[src/design/dcb_pkg.sv]
// ----------------------------------------------------------------------------
// dcb_pkg: shared definitions for the display crossfade and blink core
// Command codes, register indexes and fixed field widths.
// ----------------------------------------------------------------------------
package dcb_pkg;

  // Command carried in the input tuser field.
  typedef enum logic [1:0] {
    OP_SET     = 2'd0,
    OP_FADE    = 2'd1,
    OP_REFRESH = 2'd2,
    OP_BLINK   = 2'd3
  } dcb_op_t;

  // Configuration register indexes.
  localparam logic [1:0] REG_STEP_TICKS_NORMAL = 2'd0;
  localparam logic [1:0] REG_STEP_TICKS_ANIM   = 2'd1;
  localparam logic [1:0] REG_ANIM_MODE         = 2'd2;
  localparam logic [1:0] REG_BLINK_INTERVAL    = 2'd3;

  localparam int unsigned FIELD_W      = 32;
  localparam int unsigned CFG_DATA_W   = 16;
  localparam int unsigned TIMER_W      = 16;
  localparam int unsigned STEP_W       = 5;
  localparam int unsigned PRESCALE_W   = 8;

  localparam logic [PRESCALE_W-1:0] BLINK_INTERVAL_RESET = 8'd5;

endpackage

[src/design/display_crossfade_blink_core.sv]
// ----------------------------------------------------------------------------
// display_crossfade_blink_core: LED word pattern driver
// Set, crossfade, refresh and blink commands on one input stream; the
// pattern to show on each refresh or blink toggle on the output stream.
// ----------------------------------------------------------------------------
// The core takes one command per clock cycle while s_tready is high and
// updates all of its state in the cycle of the transfer; each result is
// registered. Results pass through a two-entry output register, so the
// input stalls only when two results are waiting to be taken; set and fade
// commands, and blink ticks that do not toggle, give no result. The user
// must write configuration through the plain write port only while the core
// is idle, not enforced by the core; it takes effect for the next command.
module display_crossfade_blink_core
  import dcb_pkg::*;
#(
  parameter int unsigned PATTERN_WIDTH = 32,
  parameter int unsigned FADE_STEPS    = 20
) (
  input  logic                  clk,
  input  logic                  rst,
  // Input stream.
  input  logic                  s_tvalid,
  output logic                  s_tready,
  input  logic [63:0]           s_tdata,   // [31:0] new_pattern, [63:32] blink_request
  input  logic [1:0]            s_tuser,   // [1:0] opcode
  // Output stream.
  output logic                  m_tvalid,
  input  logic                  m_tready,
  output logic [31:0]           m_tdata,   // [31:0] shown_pattern
  // Configuration write port.
  input  logic                  wr_en,
  input  logic [1:0]            wr_index,
  input  logic [CFG_DATA_W-1:0] wr_data
);

  localparam logic [STEP_W-1:0] DITHER_TOP = STEP_W'(FADE_STEPS - 1);

  typedef logic [PATTERN_WIDTH-1:0] pattern_t;

  // Configuration registers.
  logic [TIMER_W-1:0]    step_ticks_normal;
  logic [TIMER_W-1:0]    step_ticks_anim;
  logic                  anim_mode;
  logic [PRESCALE_W-1:0] blink_interval;

  // Display state.
  pattern_t              current_pattern, current_pattern_next;
  pattern_t              previous_pattern, previous_pattern_next;
  pattern_t              blink_bits, blink_bits_next;
  logic [STEP_W-1:0]     dither_counter, dither_counter_next;
  logic [STEP_W-1:0]     fade_step, fade_step_next;
  logic [TIMER_W-1:0]    step_timer, step_timer_next;
  logic [PRESCALE_W-1:0] blink_prescaler, blink_prescaler_next;

  // Output register and skid entry.
  logic                  skid_valid;
  logic [31:0]           skid_data;

  logic                  accept;
  dcb_op_t               op;
  logic [63:0]           pat_ext, req_ext;
  pattern_t              pat, req;
  pattern_t              result;
  logic [63:0]           result_ext;
  logic                  has_result;
  logic [TIMER_W-1:0]    step_reload;
  logic [PRESCALE_W-1:0] prescale_dec;

  assign s_tready    = !skid_valid;
  assign accept      = s_tvalid && s_tready;
  assign op          = dcb_op_t'(s_tuser);
  assign pat_ext     = {32'd0, s_tdata[31:0]};
  assign req_ext     = {32'd0, s_tdata[63:32]};
  assign pat         = pat_ext[PATTERN_WIDTH-1:0];
  assign req         = req_ext[PATTERN_WIDTH-1:0];
  assign step_reload = anim_mode ? step_ticks_anim : step_ticks_normal;
  assign prescale_dec = blink_prescaler - PRESCALE_W'(1);
  assign result_ext  = 64'(result);

  always_ff @(posedge clk) begin
    if (rst) begin
      step_ticks_normal <= '0;
      step_ticks_anim   <= '0;
      anim_mode         <= 1'b0;
      blink_interval    <= BLINK_INTERVAL_RESET;
    end else if (wr_en) begin
      unique case (wr_index)
        REG_STEP_TICKS_NORMAL: step_ticks_normal <= wr_data[TIMER_W-1:0];
        REG_STEP_TICKS_ANIM:   step_ticks_anim   <= wr_data[TIMER_W-1:0];
        REG_ANIM_MODE:         anim_mode         <= wr_data[0];
        REG_BLINK_INTERVAL:    blink_interval    <= wr_data[PRESCALE_W-1:0];
      endcase
    end
  end

  always_comb begin
    current_pattern_next  = current_pattern;
    previous_pattern_next = previous_pattern;
    blink_bits_next       = blink_bits;
    dither_counter_next   = dither_counter;
    fade_step_next        = fade_step;
    step_timer_next       = step_timer;
    blink_prescaler_next  = blink_prescaler;
    result                = current_pattern;
    has_result            = 1'b0;
    unique case (op)
      OP_SET: begin
        blink_bits_next      = req & pat;
        current_pattern_next = pat;
        fade_step_next       = '0;
      end
      OP_FADE: begin
        blink_bits_next       = '0;
        previous_pattern_next = current_pattern;
        current_pattern_next  = pat;
        fade_step_next        = DITHER_TOP;
        step_timer_next       = step_reload;
        dither_counter_next   = DITHER_TOP;
      end
      OP_REFRESH: begin
        has_result = 1'b1;
        if (fade_step != '0) begin
          result = (dither_counter >= fade_step) ? current_pattern : previous_pattern;
          if (dither_counter != '0) begin
            dither_counter_next = dither_counter - STEP_W'(1);
          end else begin
            // End of a dither round: advance the step timer, and the step
            // itself once the timer has run out.
            dither_counter_next = DITHER_TOP;
            if (step_timer != '0) begin
              step_timer_next = step_timer - TIMER_W'(1);
            end else begin
              step_timer_next = step_reload;
              fade_step_next  = fade_step - STEP_W'(1);
            end
          end
        end
      end
      OP_BLINK: begin
        if (blink_bits != '0 && fade_step == '0) begin
          blink_prescaler_next = prescale_dec;
          if (prescale_dec == '0) begin
            current_pattern_next = current_pattern ^ blink_bits;
            blink_prescaler_next = blink_interval;
            result               = current_pattern ^ blink_bits;
            has_result           = 1'b1;
          end
        end
      end
    endcase
  end

  always_ff @(posedge clk) begin
    if (rst) begin
      current_pattern  <= '0;
      previous_pattern <= '0;
      blink_bits       <= '0;
      dither_counter   <= '0;
      fade_step        <= '0;
      step_timer       <= '0;
      blink_prescaler  <= BLINK_INTERVAL_RESET;
    end else if (accept) begin
      current_pattern  <= current_pattern_next;
      previous_pattern <= previous_pattern_next;
      blink_bits       <= blink_bits_next;
      dither_counter   <= dither_counter_next;
      fade_step        <= fade_step_next;
      step_timer       <= step_timer_next;
      blink_prescaler  <= blink_prescaler_next;
    end
  end

  // A new result goes to the output register when it is free or being
  // taken, and to the skid entry otherwise. The input is held off while the
  // skid entry is full, so no result arrives while it drains.
  always_ff @(posedge clk) begin
    if (rst) begin
      m_tvalid   <= 1'b0;
      skid_valid <= 1'b0;
    end else if (m_tready || !m_tvalid) begin
      if (skid_valid) begin
        m_tvalid   <= 1'b1;
        skid_valid <= 1'b0;
      end else begin
        m_tvalid   <= accept && has_result;
      end
    end else if (accept && has_result) begin
      skid_valid <= 1'b1;
    end
  end

  always_ff @(posedge clk) begin
    if (m_tready || !m_tvalid) begin
      if (skid_valid) begin
        m_tdata <= skid_data;
      end else if (accept && has_result) begin
        m_tdata <= result_ext[31:0];
      end
    end else if (accept && has_result) begin
      skid_data <= result_ext[31:0];
    end
  end

`ifndef SYNTHESIS
  // The skid entry is only ever filled behind a waiting result.
  a_skid_behind_out: assert property (@(posedge clk) disable iff (rst)
    skid_valid |-> m_tvalid)
    else $error("skid entry holds a result while the output register is empty");

  // Blinking is cleared by a fade and cannot be set while one runs.
  a_no_blink_in_fade: assert property (@(posedge clk) disable iff (rst)
    (fade_step != '0) |-> (blink_bits == '0))
    else $error("blink bits set while a fade is running");

  a_fade_start: assert property (@(posedge clk) disable iff (rst)
    (accept && op == OP_FADE) |=> (fade_step == DITHER_TOP && dither_counter == DITHER_TOP))
    else $error("fade command did not restart the step and dither counter");

  a_counter_range: assert property (@(posedge clk) disable iff (rst)
    (dither_counter <= DITHER_TOP) && (fade_step <= DITHER_TOP))
    else $error("dither counter or fade step beyond the last step");

  // A refresh tick always yields a result; m_tvalid is set once it is accepted.
  a_refresh_result: assert property (@(posedge clk) disable iff (rst)
    (accept && op == OP_REFRESH) |=> m_tvalid)
    else $error("refresh tick gave no result");
`endif

endmodule
[config.mk]
export PLATFORM = sky130hd
export DESIGN_NAME = display_crossfade_blink_core
export DESIGN_NICKNAME = d
export VERILOG_FILES = /design/src/design/dcb_pkg.sv /design/src/design/display_crossfade_blink_core.sv
export SDC_FILE = /design/constraint.sdc
export NUM_CORES = 1
export LEC_CHECK = 0
export BUFFER_PORTS_ARGS = -buffer_cell sky130_fd_sc_hd__buf_2
export CAP_MARGIN = 20
export CORE_UTILIZATION = 60
export DETAILED_ROUTE_END_ITERATION = 8
export PLACE_DENSITY = 0.91
export SLEW_MARGIN = 20
export SYNTH_ARGS = -nofsm -noshare
export SYNTH_HDL_FRONTEND = slang
export SYNTH_SLANG_ARGS = --single-unit
export TNS_END_PERCENT = 50
[constraint.sdc]
create_clock -name clk -period 5.7 [get_ports clk]
set_input_delay 1.14 -clock clk [delete_from_list [all_inputs] [get_ports clk]]
set_output_delay 1.14 -clock clk [all_outputs]
set_load 0.05 [all_outputs]
==> key figures, run 1 <==
Yosys
  – Async set-or-reset flop fraction in the synthesized netlist: 0%
  – EDFF count, synth: 64
  – Synth Area in Compound Gates: 24.1%
  – Unique cell type count in the Yosys netlist: 82
  – Mapped Nets: 1402
  – Avg Cell Area, Syn: 8.96 um^2
  – Post-synthesis xor/xnor area fraction: 0.377%
  – Main combinational cell family by area after synthesis: compound AO/OA/AOI/OAI gates
  – Simple-gate share of the synthesized area: 19.5%
  – Register area share after synthesis: 46.3%
  – Post-Synth Adder-Cell Area: 1.61%
  – Ys flop type: dfxtp_1
  – Multiplexer share of the synthesized area: 2.47%
  – Yosys warnings: 0
  – Mapped cell area: 11600 um^2
  – Syn Inst Count: 1298
  – Count of state elements after synthesis: 237

STA
  – Final WS setup: 2120 ps
  – Final Hold Viols: 0
  – WHS: 453 ps
  – Final TNS setup: 0 ps
  – Peak Freq: 0.279 GHz
  – Worst slew pin tran: 1040 ps
  – Tmin final: 3580 ps
  – Unrepaired setup endpoints after global routing: false
  – Slew margin rel.: 30.9%
  – Clk_skew: 32.3 ps
  – Setup violations, final: 0
  – Fin crit share: 62.8%
  – Slew Limit Fails: 0

Floorplan
  – Die H: 141 um
  – Ports: 123
  – Starting density of the core: 61.8%
  – Row count: 50
  – Die ar.: 19900 um^2
  – CORE AREA: 18800 um^2
  – Die W: 141 um

Worst setup path
  – Worst reg2reg path depth: 6
  – R2R Path Start: blink_prescaler[2]
  – R2R setup slack: 2120 ps
  – Crit-path max FO: 46
  – Reg2reg end: m_tdata[8]
  – Kind of critical path: flip-flop to flip-flop
  – Crit start category: flip-flop
  – CP Capture Type: flip-flop
  – Worst endpoint required time: 5910 ps
  – Critical path arrival: 3790 ps

Worst hold path
  – Hold endpoint: step_ticks_anim[13]
  – WHS Path Cells: 2
  – HP Class: flip-flop to flip-flop
  – Min-delay src: step_ticks_anim[13]

Power and ir drop
  – PwrDens: 308 nW/um^2
  – Leak pwr: 5.10 nW
  – Worst vdd ir: 0.278 mV

Routing
  – Total iterations of the first detailed-routing run: 5
  – Vias/cell: 6.55
  – Via count: 10805
  – Met2 wire length: 15.6 mm
  – # DRC: 0
  – DR WL met3: 3.09 mm
  – Iter 0 DRT Violations: 1095
  – Routed WL: 32.7 mm
  – Antenna Nets Post-Route: 0
  – DR WL/cell: 19.8 um
  – Metal-1 WL: 12.4 mm
  – Highest Signal Layer: met4

Clocking
  – Clk slew on worst S/H paths: 60 ps
  – Post-CTS Setup Inserts: 0
  – Clk root buf: clkbuf_16
  – TritonCTS clock tree: yes
  – Clk buf depth: 3
  – Clk sinks: 237
  – CTS resizes: 0
  – Hold_buf cts: 0
  – CTS Buf Count: 25
  – H-tree depth: 1
  – Skew-Pair Late Insertion Delay: 550 ps

Placed design
  – Dpl ws: 1720 ps
  – Dpl cell area: 12300 um^2
  – DP Wirelength: 21.0 mm
  – GP Congestion: 0.924
  – PortBufs: 122

Global route
  – Vias in the first global route: 10459
  – Initial antenna violation count: 1
  – Grt ovf: 0
  – First-pass GRT wire length: 51.8 mm
  – Tot GR Track Use: 32.5%
  – Largest net degree at the start of global routing: 66

Finish
  – Final nets: 1474
  – Filler cell count: 1373
  – Post-route cell area: 13200 um^2
  – Most common cell after layout, fill and taps aside: nand2_1
  – Most frequent cells in the layout: nand2_1 (214), dfxtp_1 (173), buf_2 (121), nor2_1 (119), a21oi_1 (100)
  – Area grow syn2layout: 13.7%
  – Layout cells sized above 1: 15.4%

Run
  – # Max-Cap Violations: 0

Status
  – Run status: finished clean
## synth_stat cells (3+ instances only)
| cell type | n | area share [%] |
|---|---|---|
| nand3b_1 | 20 | 1.3 |
| o21ai_0 | 42 | 1.8 |
| dfxtp_1 | 173 | 30 |
| a32oi_1 | 25 | 1.9 |
| a221o_1 | 33 | 2.8 |
| and3_1 | 3 | 0.16 |
| o41a_1 | 27 | 2.6 |
| a21oi_1 | 103 | 4.4 |
| a211o_1 | 13 | 0.98 |
| nand2b_1 | 4 | 0.22 |
| nand3_1 | 43 | 1.9 |
| buf_4 | 4 | 0.26 |
| nor2b_1 | 10 | 0.54 |
| inv_1 | 54 | 1.7 |
| buf_6 | 6 | 0.58 |
| edfxtp_1 | 64 | 17 |
| buf_2 | 10 | 0.43 |
| nand2_1 | 215 | 6.9 |
| or4_1 | 3 | 0.19 |
| o31ai_1 | 14 | 0.90 |
| o211a_1 | 28 | 2.4 |
| nor4_1 | 13 | 0.70 |
| nor2_1 | 121 | 3.9 |
| a21o_1 | 3 | 0.19 |
| xor2_1 | 3 | 0.23 |
| ha_1 | 15 | 1.6 |
| a31oi_1 | 8 | 0.43 |
| nor4b_1 | 5 | 0.38 |
| clkbuf_1 | 66 | 2.1 |
| nor3_1 | 28 | 1.2 |
| a221oi_1 | 5 | 0.38 |
| a211oi_1 | 3 | 0.19 |
| o22ai_1 | 4 | 0.22 |
| mux2i_1 | 22 | 1.9 |
| o22a_1 | 4 | 0.30 |
| a41oi_1 | 25 | 1.9 |
| mux2_2 | 6 | 0.58 |
| a21boi_0 | 4 | 0.26 |
| nand4_1 | 4 | 0.22 |
| buf_1 | 3 | 0.097 |
| o41ai_1 | 6 | 0.45 |
| o2bb2ai_1 | 3 | 0.23 |
| a22o_1 | 5 | 0.38 |
## layer usage
metal | track usage, % | up-vias
met3 | 4.76 | 125
met1 | 39.4 | 5071
met2 | 54.9 | 652
met5 | 0 | -
li1 | - | 4957
met4 | 19.3 | 0
## how the worst max path moves through the flow
| stage | from | to | slack, ps | cells after the start |
|---|---|---|---|---|
| floorplan | s_tuser[0] | m_tdata[0] | 1590 | 6 |
| global placement | s_tuser[0] | m_tdata[22] | 1810 | 6 |
| detailed placement | s_tuser[0] | m_tdata[7] | 1720 | 6 |
| CTS | blink_prescaler[0] | m_tdata[12] | 2220 | 6 |
| global route | s_tuser[0] | m_tdata[16] | 1930 | 9 |
| finish | blink_prescaler[2] | m_tdata[8] | 2120 | 6 |
## power by group
part	internal, mW	switching [mW]
Sequential	1.78	0.0436
Clock	1.05	0.694
Combinational	0.168	0.337
Total	3.00	1.07
## worst max-delay path, cell delays in order, from the launching register on
cell      delay, ps
dfxtp_1         460
or4_1           230
nand2_2         560
nor2_1          720
a221oi_1        280
a21oi_4         570
buf_4           440
## cell families after synthesis
group | Yosys count
compound gates | 372
mux | 28
buf+inv | 149
simple gates | 492
xor+xnor | 5
flops | 237
fa+ha+maj | 15
## layout make-up
cell class | instances | area (um^2) | share of cell area, %
clock inverter | 12 | 159 | 1.20
multi-input combinational | 912 | 5670 | 42.9
antenna | 1 | 2.50 | 0.0189
tap | 260 | 325 | 2.46
inverter | 56 | 210 | 1.59
clock buffer | 34 | 741 | 5.60
sequential | 237 | 5390 | 40.7
timing repair buffer | 138 | 733 | 5.55
## sequential cells by signal (all words and copies together) (netlist names)
register and cells:
anim_mode 1, blink_bits 32, blink_interval 8, blink_prescaler 8, current_pattern 32, dither_counter 5, fade_step 5, m_tdata 32
m_tvalid 1, previous_pattern 32, skid_data 32, skid_valid 1, step_ticks_anim 16, step_ticks_normal 16, step_timer 16
## per-stage QoR
| step | util, % | instances | total power [mW] |
|---|---|---|---|
| 3_5_place_dp | 65.4 | 1603 | 2.34 |
| 6_report | 70.2 | 1650 | 4.08 |
| 3_3_place_gp | 65.4 | 1603 | 2.33 |
| 2_1_floorplan | - | 1298 | 2.20 |
| 4_1_cts | 70.1 | 1649 | 4.07 |
| 5_1_grt | 70.2 | 1649 | 4.19 |
(Power assumes the default switching activity.)
==> inputs of run 2 (changes only) <==
ABC_AREA = 1   (was unset)
CORE_UTILIZATION = 54   (was 60)
PLACE_DENSITY = 0.87   (was 0.91)
clock period = 3 ns   (was 5.7 ns; I/O delays follow)
==> run 2 against run 1 <==
Net effect:
- count of clock-buffer cells in the layout down 2
- final area up 2.6%
- via count up 6.0%
- synthesized area up 1.9%
- first-iteration DRC count down 2.0%
- die area up 13%
- utilization down 6.5 points
- global-route usage down 2.7 points
- routed wire length up 2.4%
- sequential share of layout area down 1.1 points
- worst setup slack worse by 2100 ps
- critical endpoint is now m_tdata[3]
==> key figures, run 2 <==
Status
  – Run status: finished clean

Global route
  – Grt ovf: 0
  – First-pass GRT wire length: 53.6 mm
  – Largest net degree at the start of global routing: 58
  – Tot GR Track Use: 29.8%
  – Initial antenna violation count: 2
  – Vias in the first global route: 11130

STA
  – Slew margin rel.: 25.2%
  – Unrepaired setup endpoints after global routing: false
  – Slew Limit Fails: 0
  – Tmin final: 2960 ps
  – Final Hold Viols: 0
  – Peak Freq: 0.338 GHz
  – Final TNS setup: 0 ps
  – Fin crit share: 98.6%
  – Worst slew pin tran: 1120 ps
  – Clk_skew: 6.56 ps
  – Setup violations, final: 0

Clocking
  – H-tree depth: 1
  – Clk sinks: 237
  – Clk root buf: clkbuf_16
  – Post-CTS Setup Inserts: 0
  – Clk buf depth: 3
  – CTS Buf Count: 26
  – TritonCTS clock tree: yes
  – Hold_buf cts: 0
  – CTS resizes: 0
  – Skew-Pair Late Insertion Delay: 530 ps
  – Clk slew on worst S/H paths: 60 ps

Finish
  – Final core occ: 63.8%
  – Most common cell after layout, fill and taps aside: nand2_1
  – Final nets: 1718
  – Area grow syn2layout: 14.6%
  – Filler cell count: 1684
  – Layout cells sized above 1: 19.8%
  – Post-route cell area: 13600 um^2
  – Most frequent cells in the layout: nand2_1 (265), o21ai_0 (199), dfxtp_1 (173), a21oi_1 (166), nor2_1 (139)

Worst setup path
  – Critical path arrival: 3360 ps
  – Crit-path max FO: 19
  – CP Capture Type: flip-flop
  – R2R Path Start: blink_prescaler[0]
  – Crit start category: input port
  – Kind of critical path: input port to flip-flop
  – Worst endpoint required time: 3400 ps
  – Worst reg2reg path depth: 16
  – R2R setup slack: 390 ps
  – Reg2reg end: m_tdata[18]

Run
  – # Max-Cap Violations: 0

Placed design
  – DP Wirelength: 21.1 mm
  – GP Congestion: 0.909
  – Dpl cell area: 12700 um^2
  – PortBufs: 122

Routing
  – Antenna Nets Post-Route: 0
  – Iter 0 DRT Violations: 1073
  – Via count: 11458
  – Vias/cell: 6.00
  – # DRC: 0
  – Total iterations of the first detailed-routing run: 6
  – Routed WL: 33.5 mm
  – DR WL/cell: 17.5 um

Worst hold path
  – Hold endpoint: step_ticks_anim[12]
  – Min-delay src: wr_data[12]
  – HP Class: input port to flip-flop
  – WHS Path Cells: 3

Power and ir drop
  – PwrDens: 613 nW/um^2
  – Leak pwr: 5.72 nW
  – Worst vdd ir: 0.499 mV

Yosys
  – Synth top area cells: dfxtp_1 (29%), edfxtp_1 (16%), o21ai_0 (8.4%), nand2_1 (8.4%), a21oi_1 (7.0%)
  – Top cell type's share of synthesized area: 29.2%
  – Unique cell type count in the Yosys netlist: 40
  – Syn Inst Count: 1519
  – Count of state elements after synthesis: 237
  – Top cells by count, synth: nand2_1 (265), o21ai_0 (199), dfxtp_1 (173)
  – Register area share after synthesis: 45.4%
  – EDFF count, synth: 64
  – Cell taking the most area after synthesis: dfxtp_1
  – Mapped Nets: 1623
  – Mapped cell area: 11800 um^2
  – Most common cell in the netlist: nand2_1
  – Yosys warnings: 0
  – Ys flop type: dfxtp_1
  – Avg Cell Area, Syn: 7.80 um^2
  – Async set-or-reset flop fraction in the synthesized netlist: 0%

Floorplan
  – Starting density of the core: 55.7%
  – CORE AREA: 21300 um^2
  – Ports: 123
  – Die W: 150 um
  – Die H: 150 um
  – Row count: 53
  – Die ar.: 22500 um^2
[run 2: cell types whose count changed in the layout (fill, tap and decap cells not counted), sizes merged, moves of 27 or more]
| cell | delta |
|---|---|
| nor2 | +31 |
| nand3 | +51 |
| a21oi | +63 |
| o211a | -28 |
| inv | +70 |
| o41a | -27 |
| nand2 | +83 |
| a221o | -33 |
| o21ai | +173 |
| nand4 | +60 |
[run 2: through the flow]
step	hold slack, ps	setup WS, ps	total power, mW	std cells
CTS	299	292	8.30	1909
detailed placement	445	-145	5.15	1861
global route	324	48.0	8.63	1910
global placement	438	16.0	5.10	1861
floorplan	425	213	4.71	1519
finish	308	41.8	8.33	1910
[run 2: metal layers]
metal  global-route usage (%)  wire length (um)
met5                        0                 8
met1                     36.4             12600
met3                     4.73              3490
met4                     16.6              1700
met2                     50.1             15700
[run 2: logic make-up after synthesis]
family,count (synthesis),share of synthesized area [%]
simple gates,622,26.3
compound gates,414,18.0
flops,237,45.4
buf+inv,218,7.71
fa+ha+maj,15,1.58
xor+xnor,12,0.887
mux,1,0.0845
[run 2: critical path: stages]
cell,delay (ps)
buf_2,100
inv_1,60
ha_1,220
nor2_2,870
inv_1,610
o21ai_0,470
o21ai_0,200
nand2_2,120
nand2_1,50
nand2_1,60
[run 2: area by class of cell]
| class | count | area (um^2) | share of cell area, % |
|---|---|---|---|
| multi-input combinational | 1064 | 5570 | 41.0 |
| sequential | 237 | 5390 | 39.7 |
| timing repair buffer | 157 | 936 | 6.90 |
| clock buffer | 32 | 724 | 5.34 |
| inverter | 128 | 480 | 3.54 |
| tap | 275 | 344 | 2.54 |
| clock inverter | 16 | 135 | 0.996 |
| antenna | 1 | 2.50 | 0.0184 |
[run 2: worst max path at each step]
stage / depth (start not counted) / to / slack [ps] / startpoint
after floorplan: 8 / skid_data[0] / 210 / s_tuser[0]
after global placement: 10 / m_tdata[2] / 20 / s_tuser[0]
after detailed placement: 10 / m_tdata[3] / -140 / s_tuser[0]
after CTS: 10 / m_tdata[3] / 290 / s_tuser[0]
after global routing: 10 / m_tdata[3] / 50 / s_tuser[0]
final: 10 / m_tdata[3] / 40 / s_tuser[0]
[run 2: where the power goes]
part / switching (mW) / internal [mW] / leakage, nW
Clock: 1.30 / 1.88 / 0.425
Combinational: 1.09 / 0.464 / 3.29
Sequential: 0.117 / 3.48 / 2.01
